==> src/rtl/nks_pkg.sv <==
// Package for the nearest-K point selector: sizes, payload structs, register codes.
// Used by every module in rtl; it depends on nothing else.
package nks_pkg;

	localparam int KEEP_COUNT = 8;
	localparam int ID_BITS    = 10;
	localparam int COORD_BITS = 16;
	localparam int DIST_BITS  = 34;
	localparam int SQ_BITS    = 32;
	localparam int RANK_BITS  = 3;
	localparam int CFG_BITS   = 2;

	// Configuration register indexes.
	localparam logic [CFG_BITS-1:0] CFG_QUERY_X = 2'd0;
	localparam logic [CFG_BITS-1:0] CFG_QUERY_Y = 2'd1;
	localparam logic [CFG_BITS-1:0] CFG_QUERY_Z = 2'd2;

	typedef logic signed [COORD_BITS-1:0] coord_t;

	// One candidate point as it arrives.
	typedef struct packed {
		logic [ID_BITS-1:0] point_id;
		coord_t             point_x;
		coord_t             point_y;
		coord_t             point_z;
		logic               batch_end;
	} in_t;

	// One result as it leaves.
	typedef struct packed {
		logic [RANK_BITS-1:0] rank;
		logic [ID_BITS-1:0]   chosen_id;
		logic [DIST_BITS-1:0] distance_sq;
		logic                 final_result;
	} out_t;

	// A candidate with its distance, ready to enter the cell chain.
	typedef struct packed {
		logic                 valid;
		logic                 last;
		logic [ID_BITS-1:0]   id;
		logic [DIST_BITS-1:0] distance;
	} cand_t;

	// The contents of one cell of the chain.
	typedef struct packed {
		logic                 valid;
		logic [ID_BITS-1:0]   id;
		logic [DIST_BITS-1:0] distance;
	} entry_t;

	// Control broadcast to every cell.
	typedef struct packed {
		logic ins;
		logic shift;
	} cell_ctl_t;

endpackage

==> src/rtl/nks_dist.sv <==
// Three-stage pipelined squared-distance unit of the nearest-K point selector.
// Depends on nks_pkg.
module nks_dist (
	input  logic          clk,
	input  logic          arst_n,
	input  logic          in_take,
	input  nks_pkg::in_t  in_item,
	input  nks_pkg::coord_t query_x,
	input  nks_pkg::coord_t query_y,
	input  nks_pkg::coord_t query_z,
	output nks_pkg::cand_t cand
);

	logic [nks_pkg::COORD_BITS:0]   dx, dy, dz;
	logic [nks_pkg::COORD_BITS-1:0] mx_s1, my_s1, mz_s1;
	logic [nks_pkg::SQ_BITS-1:0]    sx_s2, sy_s2, sz_s2;
	logic [nks_pkg::ID_BITS-1:0]    id_s1, id_s2, id_s3;
	logic                           vld_s1, vld_s2, vld_s3, last_s1, last_s2, last_s3;
	logic [nks_pkg::DIST_BITS-1:0]  dist_s3;

	// Differences in 17 bits, signed.
	assign dx = {in_item.point_x[nks_pkg::COORD_BITS-1], in_item.point_x}
		- {query_x[nks_pkg::COORD_BITS-1], query_x};
	assign dy = {in_item.point_y[nks_pkg::COORD_BITS-1], in_item.point_y}
		- {query_y[nks_pkg::COORD_BITS-1], query_y};
	assign dz = {in_item.point_z[nks_pkg::COORD_BITS-1], in_item.point_z}
		- {query_z[nks_pkg::COORD_BITS-1], query_z};

	// Valid bits of the three stages.
	always_ff @(posedge clk or negedge arst_n) begin
		if (!arst_n) begin
			vld_s1 <= 1'b0;
			vld_s2 <= 1'b0;
			vld_s3 <= 1'b0;
		end else begin
			vld_s1 <= in_take;
			vld_s2 <= vld_s1;
			vld_s3 <= vld_s2;
		end
	end

	// Stage one keeps the magnitudes, which always fit in 16 bits.
	always_ff @(posedge clk) begin
		mx_s1   <= dx[nks_pkg::COORD_BITS] ? nks_pkg::COORD_BITS'(-dx)
			: dx[nks_pkg::COORD_BITS-1:0];
		my_s1   <= dy[nks_pkg::COORD_BITS] ? nks_pkg::COORD_BITS'(-dy)
			: dy[nks_pkg::COORD_BITS-1:0];
		mz_s1   <= dz[nks_pkg::COORD_BITS] ? nks_pkg::COORD_BITS'(-dz)
			: dz[nks_pkg::COORD_BITS-1:0];
		id_s1   <= in_item.point_id;
		last_s1 <= in_item.batch_end;
	end

	// Stage two squares each axis.
	always_ff @(posedge clk) begin
		sx_s2   <= nks_pkg::SQ_BITS'(mx_s1) * nks_pkg::SQ_BITS'(mx_s1);
		sy_s2   <= nks_pkg::SQ_BITS'(my_s1) * nks_pkg::SQ_BITS'(my_s1);
		sz_s2   <= nks_pkg::SQ_BITS'(mz_s1) * nks_pkg::SQ_BITS'(mz_s1);
		id_s2   <= id_s1;
		last_s2 <= last_s1;
	end

	// Stage three sums the squares; the total is exact in 34 bits.
	always_ff @(posedge clk) begin
		dist_s3 <= nks_pkg::DIST_BITS'(sx_s2) + nks_pkg::DIST_BITS'(sy_s2)
			+ nks_pkg::DIST_BITS'(sz_s2);
		id_s3   <= id_s2;
		last_s3 <= last_s2;
	end

	assign cand = '{valid: vld_s3, last: last_s3, id: id_s3, distance: dist_s3};

endmodule

==> src/rtl/nks_cell.sv <==
// One cell of the sorted keep chain: holds one kept point and hands entries on.
// Depends on nks_pkg.
module nks_cell (
	input  logic               clk,
	input  logic               arst_n,
	input  nks_pkg::cell_ctl_t ctl,
	input  nks_pkg::cand_t     cand,
	input  logic               prev_take,
	input  nks_pkg::entry_t    prev_entry,
	input  nks_pkg::entry_t    next_entry,
	output logic               take,
	output nks_pkg::entry_t    entry
);

	nks_pkg::entry_t entry_q;

	// The new point goes in front of this entry when it is strictly nearer;
	// equal distances keep the earlier arrival in front.
	assign take = !entry_q.valid || (cand.distance < entry_q.distance);

	// Insert: shift down behind the new point or take it in.
	// Drain: move one place towards the head.
	always_ff @(posedge clk or negedge arst_n) begin
		if (!arst_n) begin
			entry_q <= '0;
		end else if (ctl.ins) begin
			if (take && prev_take) begin
				entry_q <= prev_entry;
			end else if (take) begin
				entry_q <= '{valid: 1'b1, id: cand.id, distance: cand.distance};
			end
		end else if (ctl.shift) begin
			entry_q <= next_entry;
		end
	end

	assign entry = entry_q;

endmodule

==> src/rtl/nearest_k_point_selector.sv <==
// Top level of the nearest-K point selector: query registers, distance unit,
// keep chain and result register. Depends on nks_pkg, nks_dist and nks_cell.
//
// Usage: write the query position through the configuration channel
// (cfg_valid, cfg_ready, cfg_index, cfg_data; indexes 0 to 2 are x, y, z,
// any other index is ignored). cfg_ready is always high. Candidate points
// arrive on in_valid/in_ready/in_data, one transfer per cycle while in_ready
// is high. Each point passes a three-stage distance pipeline and is then
// inserted into a chain of eight cells that keeps the nearest points sorted,
// ties in arrival order. The transfer that carries batch_end closes the
// batch: in_ready falls and stays low until the last result of that batch
// has been loaded into the output register. Once the closing point has left
// the distance pipeline and been inserted, the chain drains into the output
// register: results follow one per cycle while out_ready is high, nearest
// first, final_result marking the last. When out_ready is low the result
// register holds and the chain waits; nothing is lost.
// Reset clears the query position to zero and empties the chain.
module nearest_k_point_selector (
	input  logic                         clk,
	input  logic                         arst_n,
	input  logic                         cfg_valid,
	output logic                         cfg_ready,
	input  logic [nks_pkg::CFG_BITS-1:0] cfg_index,
	input  logic [nks_pkg::COORD_BITS-1:0] cfg_data,
	input  logic                         in_valid,
	output logic                         in_ready,
	input  nks_pkg::in_t                 in_data,
	output logic                         out_valid,
	input  logic                         out_ready,
	output nks_pkg::out_t                out_data
);

	nks_pkg::coord_t    query_x_q, query_y_q, query_z_q;
	nks_pkg::cand_t     cand;
	nks_pkg::cell_ctl_t ctl;
	nks_pkg::entry_t    entries [nks_pkg::KEEP_COUNT];
	nks_pkg::entry_t    prev_e  [nks_pkg::KEEP_COUNT];
	nks_pkg::entry_t    next_e  [nks_pkg::KEEP_COUNT];
	logic [nks_pkg::KEEP_COUNT-1:0] takes, prev_t;
	logic                           busy_q, drain_q, out_valid_q, emit, in_take, last_out;
	logic [nks_pkg::RANK_BITS-1:0]  rank_q;
	nks_pkg::out_t                  out_q;

	assign cfg_ready = 1'b1;
	assign in_ready  = !busy_q;
	assign in_take   = in_valid && !busy_q;

	// Query position registers.
	always_ff @(posedge clk or negedge arst_n) begin
		if (!arst_n) begin
			query_x_q <= '0;
			query_y_q <= '0;
			query_z_q <= '0;
		end else if (cfg_valid) begin
			case (cfg_index)
				nks_pkg::CFG_QUERY_X: query_x_q <= cfg_data;
				nks_pkg::CFG_QUERY_Y: query_y_q <= cfg_data;
				nks_pkg::CFG_QUERY_Z: query_z_q <= cfg_data;
				default: ;
			endcase
		end
	end

	nks_dist u_dist (
		.clk     (clk),
		.arst_n  (arst_n),
		.in_take (in_take),
		.in_item (in_data),
		.query_x (query_x_q),
		.query_y (query_y_q),
		.query_z (query_z_q),
		.cand    (cand)
	);

	// Insertions and drain shifts never fall in the same cycle.
	assign emit = drain_q && (!out_valid_q || out_ready);
	assign ctl  = '{ins: cand.valid, shift: emit};

	// Neighbour wiring of the chain; the ends see an empty entry.
	always_comb begin
		for (int i = 0; i < nks_pkg::KEEP_COUNT; i++) begin
			prev_e[i] = (i == 0) ? '0 : entries[(i == 0) ? 0 : i-1];
			prev_t[i] = (i == 0) ? 1'b0 : takes[(i == 0) ? 0 : i-1];
			next_e[i] = (i == nks_pkg::KEEP_COUNT-1) ? '0
				: entries[(i == nks_pkg::KEEP_COUNT-1) ? i : i+1];
		end
	end

	for (genvar g = 0; g < nks_pkg::KEEP_COUNT; g++) begin : g_cell
		nks_cell u_cell (
			.clk        (clk),
			.arst_n     (arst_n),
			.ctl        (ctl),
			.cand       (cand),
			.prev_take  (prev_t[g]),
			.prev_entry (prev_e[g]),
			.next_entry (next_e[g]),
			.take       (takes[g]),
			.entry      (entries[g])
		);
	end

	// The head entry is the last of the batch when the one behind it is empty.
	assign last_out = (nks_pkg::KEEP_COUNT == 1) ? 1'b1 : !next_e[0].valid;

	// Batch control: block input from the closing transfer to the last result.
	always_ff @(posedge clk or negedge arst_n) begin
		if (!arst_n) begin
			busy_q  <= 1'b0;
			drain_q <= 1'b0;
			rank_q  <= '0;
		end else begin
			if (in_take && in_data.batch_end) begin
				busy_q <= 1'b1;
			end else if (emit && last_out) begin
				busy_q <= 1'b0;
			end
			if (cand.valid && cand.last) begin
				drain_q <= 1'b1;
			end else if (emit && last_out) begin
				drain_q <= 1'b0;
			end
			if (emit) begin
				rank_q <= last_out ? '0 : rank_q + 1'b1;
			end
		end
	end

	// Output register.
	always_ff @(posedge clk or negedge arst_n) begin
		if (!arst_n) begin
			out_valid_q <= 1'b0;
		end else if (emit) begin
			out_valid_q <= 1'b1;
		end else if (out_ready) begin
			out_valid_q <= 1'b0;
		end
	end

	always_ff @(posedge clk) begin
		if (emit) begin
			out_q.rank         <= rank_q;
			out_q.chosen_id    <= entries[0].id;
			out_q.distance_sq  <= entries[0].distance;
			out_q.final_result <= last_out;
		end
	end

	assign out_valid = out_valid_q;
	assign out_data  = out_q;

endmodule
==> config.mk <==
export PLATFORM = sky130hd
export DESIGN_NAME = nearest_k_point_selector
export DESIGN_NICKNAME = d
export VERILOG_FILES = /design/src/rtl/nks_pkg.sv /design/src/rtl/nks_dist.sv /design/src/rtl/nks_cell.sv /design/src/rtl/nearest_k_point_selector.sv
export SDC_FILE = /design/constraint.sdc
export NUM_CORES = 2
export LEC_CHECK = 0
export ABC_AREA = 0
export BUFFER_PORTS_ARGS = -buffer_cell sky130_fd_sc_hd__buf_2
export CORE_MARGIN = 2
export CORE_UTILIZATION = 55
export DETAILED_ROUTE_END_ITERATION = 10
export PLACE_DENSITY = 0.75
export SYNTH_ARGS = -nofsm -noshare
export SYNTH_HDL_FRONTEND = slang
export SYNTH_SLANG_ARGS = --single-unit
==> constraint.sdc <==
create_clock -name clk -period 9.09 [get_ports clk]
set_input_delay 1.818 -clock clk [delete_from_list [all_inputs] [get_ports clk]]
set_output_delay 1.818 -clock clk [all_outputs]
set_load 0.05 [all_outputs]
# == Word-level counts from Yosys, hierarchy flattened ==
# Index checks and enable logic that the tools add are counted.
# word_totals
ff_bits,676
in_bits,82
out_inout_bits,51
wordCells,168
# classes
add_sub_neg,9
mul,3
magnitude_cmp,8
eq_ne,10
n_mux,40
reduce_logical,47
# ops
op,count
$mux W45,31
$lt A34 B34 Y1,8
$mul A16 B16 Y32,3
$sub A16 B16 Y17,3
$mux W16,3
$neg A16 Y16,3
$add A34 B32 Y34,1
$add A32 B32 Y33,1
$reduce_and A2 Y1,11
$ne A3 B1 Y1 const B,7
$logic_and A1 B1 Y1,12
$logic_not A1 Y1,10
$logic_or A1 B1 Y1,9
$reduce_bool A2 Y1,4
$mux W1,5
$add A3 B1 Y3 const B,1
$mux W3,1
$eq A2 B1 Y1 const B,1
$eq A2 B2 Y1 const B,1
$logic_not A2 Y1,1
$ne A2 B1 Y1 const B,1

# == Longest topological paths before layout ==
# logic_depth
depth_word,6
depth_mapped,26
mapped_depth_nobuf,25

# == Hierarchy ==
# A second synthesis with hierarchy kept.
# hier_totals
cells_unflattened,7088
hier_area_um2,66024.6
# modules_own_cells
module,instances,cells_each,area_per_inst_um2,seq_area_each_um2
nks_dist,1,3453,31410.1,4239.1
nks_cell,8,432,3882.5,1126.1
nearest_k_point_selector,1,179,3554.7,2792.7

# == Worst setup path after synthesis ==
# OpenSTA, ideal clock, no wires.
# synth_timing
kind,register to register
from,register u_dist.mx_s1[8] (netlist name)
to,register u_dist.sx_s2[31] (netlist name)
setup_ns,0.120
arrival_ns,6.220
t_required_ns,8.970
slack_ns,2.750
stages_incl_launch_ff,27
n_path_buf,1
synth_period_minus_slack_ns,6.340
cell_sequence,dfxtp_1 clkbuf_1 nand2_1 inv_1 fa_1 inv_1 fa_1 inv_1 fa_1 inv_1 fa_1 inv_1 fa_1 inv_1 fa_1 inv_1 ha_1 a21o_1 a21o_1 or3_1 o21ai_0 nor3_1 a211oi_2 a211oi_1 a2111oi_2 a21oi_1 xnor2_1
# synth_via
elab_chain_cells,1
# synth_rtl
element,line,rtl
start: declaration,nks_dist.sv:15,"logic [nks_pkg::COORD_BITS-1:0] mx_s1, my_s1, mz_s1;"
start signal: assignment,nks_dist.sv:44,mx_s1 <= dx[nks_pkg::COORD_BITS] ? nks_pkg::COORD_BITS'(-dx)
$mul A16 B16 Y32,nks_dist.sv:56,sx_s2 <= nks_pkg::SQ_BITS'(mx_s1) * nks_pkg::SQ_BITS'(mx_s1);
end signal: assignment,nks_dist.sv:56,
end: declaration,nks_dist.sv:16,"logic [nks_pkg::SQ_BITS-1:0] sx_s2, sy_s2, sz_s2;"
# No other way between the ends.
# A chain may end at the register's enable or synchronous reset.

# == Final worst setup path ==
# layout_timing
from,register u_dist.mx_s1[4] (netlist name)
to,register u_dist.sx_s2[31] (netlist name)
# Same word-level chain as after synthesis.

==> results.toml <==
[logic_synthesis]
synth_top_cell_area_share = 0.1733
syn_avg_cell_area_um2 = 8.954
synth-main-ff-cell = "dfrtp_1"
synth_area_leader_cell = "dfrtp_1"
synth_edf_count = 48
syn_area_um2 = 60220
synth_cell_types = 93
yosysWarnings = 0
synth_cells = 6725
syn-num-nets = 7979
synthArstFlopShare = 0.6196
ys_seq_elements = 673
yosys-top-cells-area = "dfrtp_1 17%, fa_1 16%, ha_1 14%, inv_1 6.9%, dfxtp_1 6.9%"
yosysSeqAreaShare = 0.2664

[timing]
hold_viol = 0
fin_crit_sh = 0.7537
fin_tns_setup_ns = 0
slew_viol_final = 0
min_period_ns = 6.851
clock_skew_ns = 0.02854
fmax_mhz = 146.0
rsz0062_at_grt = "false"
setup_viol = 0
relSlewSlack = 0.1904
worst_pin_slew_ns = 1.212

[clocking]
tritoncts = "yes"
cts_setup_buffers = 0
cts_htree_levels = 3
clockBufferDepth = 3
clk_pin_slew_ns = 0.06
clock-sinks = 673
clk_root_buffer_cell = "clkbuf_16"
cts_made_buffers = 77
cts_hold_buf = 0
clkLatencyLatePin_ns = 0.67
cts-resized-gates = 0

[detailed_routing]
wl_um = 152600
viasPerCell = 5.791
dr.pass1.iters = 6
vias = 47453
drc = 0
drt_iter0_drc = 3705
post_drt_wl_per_cell_um = 18.62
final_antenna_net_count = 0

[finish]
drive_gt1_frac = 0.06448
postLayoutCoreUtil = 0.5971
n_fill_cell = 9281
syn_to_final_growth_pct = 7.782
nets = 7966

[worst_hold_path]
min_path_cells = 0
worstHoldStart = "u_dist.id_s2[0]"
hold_class = "reg2reg"

[global_routing]
grt_max_degree = 164
track_usage = 0.2760
busiest_layer = "met2"
grt_pass1_wl_um = 253000
grt_pass1_vias = 48856
use_met2 = 0.4675
antenna_found_initial = 0
overflow = 0
use_met1 = 0.3608
grt_util_met3 = 0.03753

[outcome]
status = "finished clean"

[worst_setup_path]
cp-start-kind = "flop"
r2r_cells = 23
worstPathArrival_ns = 7.38
r2r-start = "u_dist.mx_s1[4]"
cp_max_fo = 18
cp-startpoint = "u_dist.mx_s1[4]"
setup.worst_path.class = "reg2reg"
end_kind = "flop"
cp_data_required_time_ns = 9.62

[placed_design]
portBuffers = 131
dp_hpwl_um = 116100
gp_congestion = 0.9166

[floorplanning]
fp.dieW_um = 334.9
die_h_um = 334.9
io_pins = 133
core-area_um2 = 108700
start_util = 0.5539
rows = 121
fp.dieArea_um2 = 112100

[job]
drv_cap = 0
state kept, by name (all words and copies together), names as in the netlist, 31 cells and up:
name	cells
g_cell.u_cell.entry	360
out_data	48
u_dist.dist_s3	34
u_dist.sx_s2	31
u_dist.sy_s2	31
u_dist.sz_s2	31
worst paths after layout:
path                                             end  slack (ns)
min reg2reg                          u_dist.id_s3[0]        0.32
max                                 u_dist.sx_s2[31]        2.24
min                                  u_dist.id_s3[0]        0.32
max in group asynchronous  g_cell[3].u_cell.entry[5]        6.00
max reg2reg                         u_dist.sx_s2[31]        2.24
min in group asynchronous              query_x_q[10]        1.18
stage by stage:
step	setup WS, ns	hold WS, ns	cells	instance area (µm²)
3_3_place_gp	2.346	0.3107	8047	62150
4_1_cts	2.244	0.3242	8191	64890
2_1_floorplan	2.750	0.3096	6725	60220
3_5_place_dp	2.276	0.3121	8047	62150
5_1_grt	1.796	0.3312	8191	64890
6_report	2.239	0.3248	8194	64900
layout make-up:
cell class / instances / area, µm² / share of cell area
multi-input cells: 4658 / 39030 / 0.6013
flip-flops and latches: 673 / 16040 / 0.2472
inverters: 1113 / 4184 / 0.06447
clock buffers: 102 / 2202 / 0.03393
well taps: 1414 / 1769 / 0.02726
repair buffers: 189 / 1126 / 0.01735
clock inverters: 42 / 541.8 / 0.008348
diodes: 3 / 7.507 / 0.0001157
logic make-up after synthesis:
group,after synthesis,synth area share
AND/OR/NAND/NOR,1589,0.1233
AO/OA/AOI/OAI,1528,0.1610
buffers and inverters,1394,0.08758
adder cells (fa/ha/maj),1172,0.3046
flip-flops,673,0.2664
XOR/XNOR,236,0.03433
multiplexers,132,0.02277
other,1,0.00006228
Yosys cell counts, drive strengths merged (14+ instances only):
| master | instances |
|---|---|
| a211oi | 62 |
| a21boi | 16 |
| a21o | 161 |
| a21oi | 415 |
| a221o | 30 |
| a221oi | 17 |
| a31oi | 109 |
| a32oi | 16 |
| and2 | 163 |
| and3 | 53 |
| buf | 35 |
| clkbuf | 246 |
| dfrtp | 417 |
| dfxtp | 208 |
| edfxtp | 48 |
| fa | 490 |
| ha | 682 |
| inv | 1111 |
| mux2 | 40 |
| mux2i | 92 |
| nand2 | 611 |
| nand2b | 36 |
| nand3 | 117 |
| nand4 | 45 |
| nor2 | 301 |
| nor2b | 57 |
| nor3 | 132 |
| o211ai | 40 |
| o21a | 40 |
| o21ai | 345 |
| o21bai | 27 |
| o22ai | 105 |
| o2bb2ai | 15 |
| o31ai | 34 |
| or2 | 14 |
| or3 | 25 |
| xnor2 | 164 |
| xor2 | 72 |
metal layers:
metal	part of all wire	vias to the layer above	routed length (µm)
met4	0.035	0	5402
met3	0.060	296	9145
met1	0.43	22999	65250
met5	0	-	0
met2	0.48	1585	72800
li1	-	22573	-
critical path, cell delays in order, from the launching register on:
cell and delay (ns):
dfxtp_1 0.80, nand2_1 0.21, inv_1 0.11, fa_1 0.40, inv_1 0.08, fa_1 0.40, inv_1 0.08, fa_1 0.44
fa_1 0.50, fa_1 0.49, inv_1 0.05, fa_1 0.48, inv_1 0.06, ha_1 0.34, a21o_1 0.19, a21o_1 0.21
or3_1 0.35, o21ai_0 0.15, nor3_1 0.12, a211oi_2 0.38, a211oi_1 0.14, a2111oi_2 0.45, a21oi_1 0.15, xnor2_1 0.14
cells in the final DEF, fill, tap and decap left out, types with 160 or more instances in the layout:
cell,instances
a21o_1,160
a21oi_1,411
and2_1,162
dfrtp_1,416
dfxtp_1,208
fa_1,490
ha_1,682
inv_1,1110
nand2_1,608
nor2_1,296
o21ai_0,336
xnor2_1,164
Power is not shown: default switching activity piles up to over one toggle a cycle in this logic, so the estimate is an artifact.
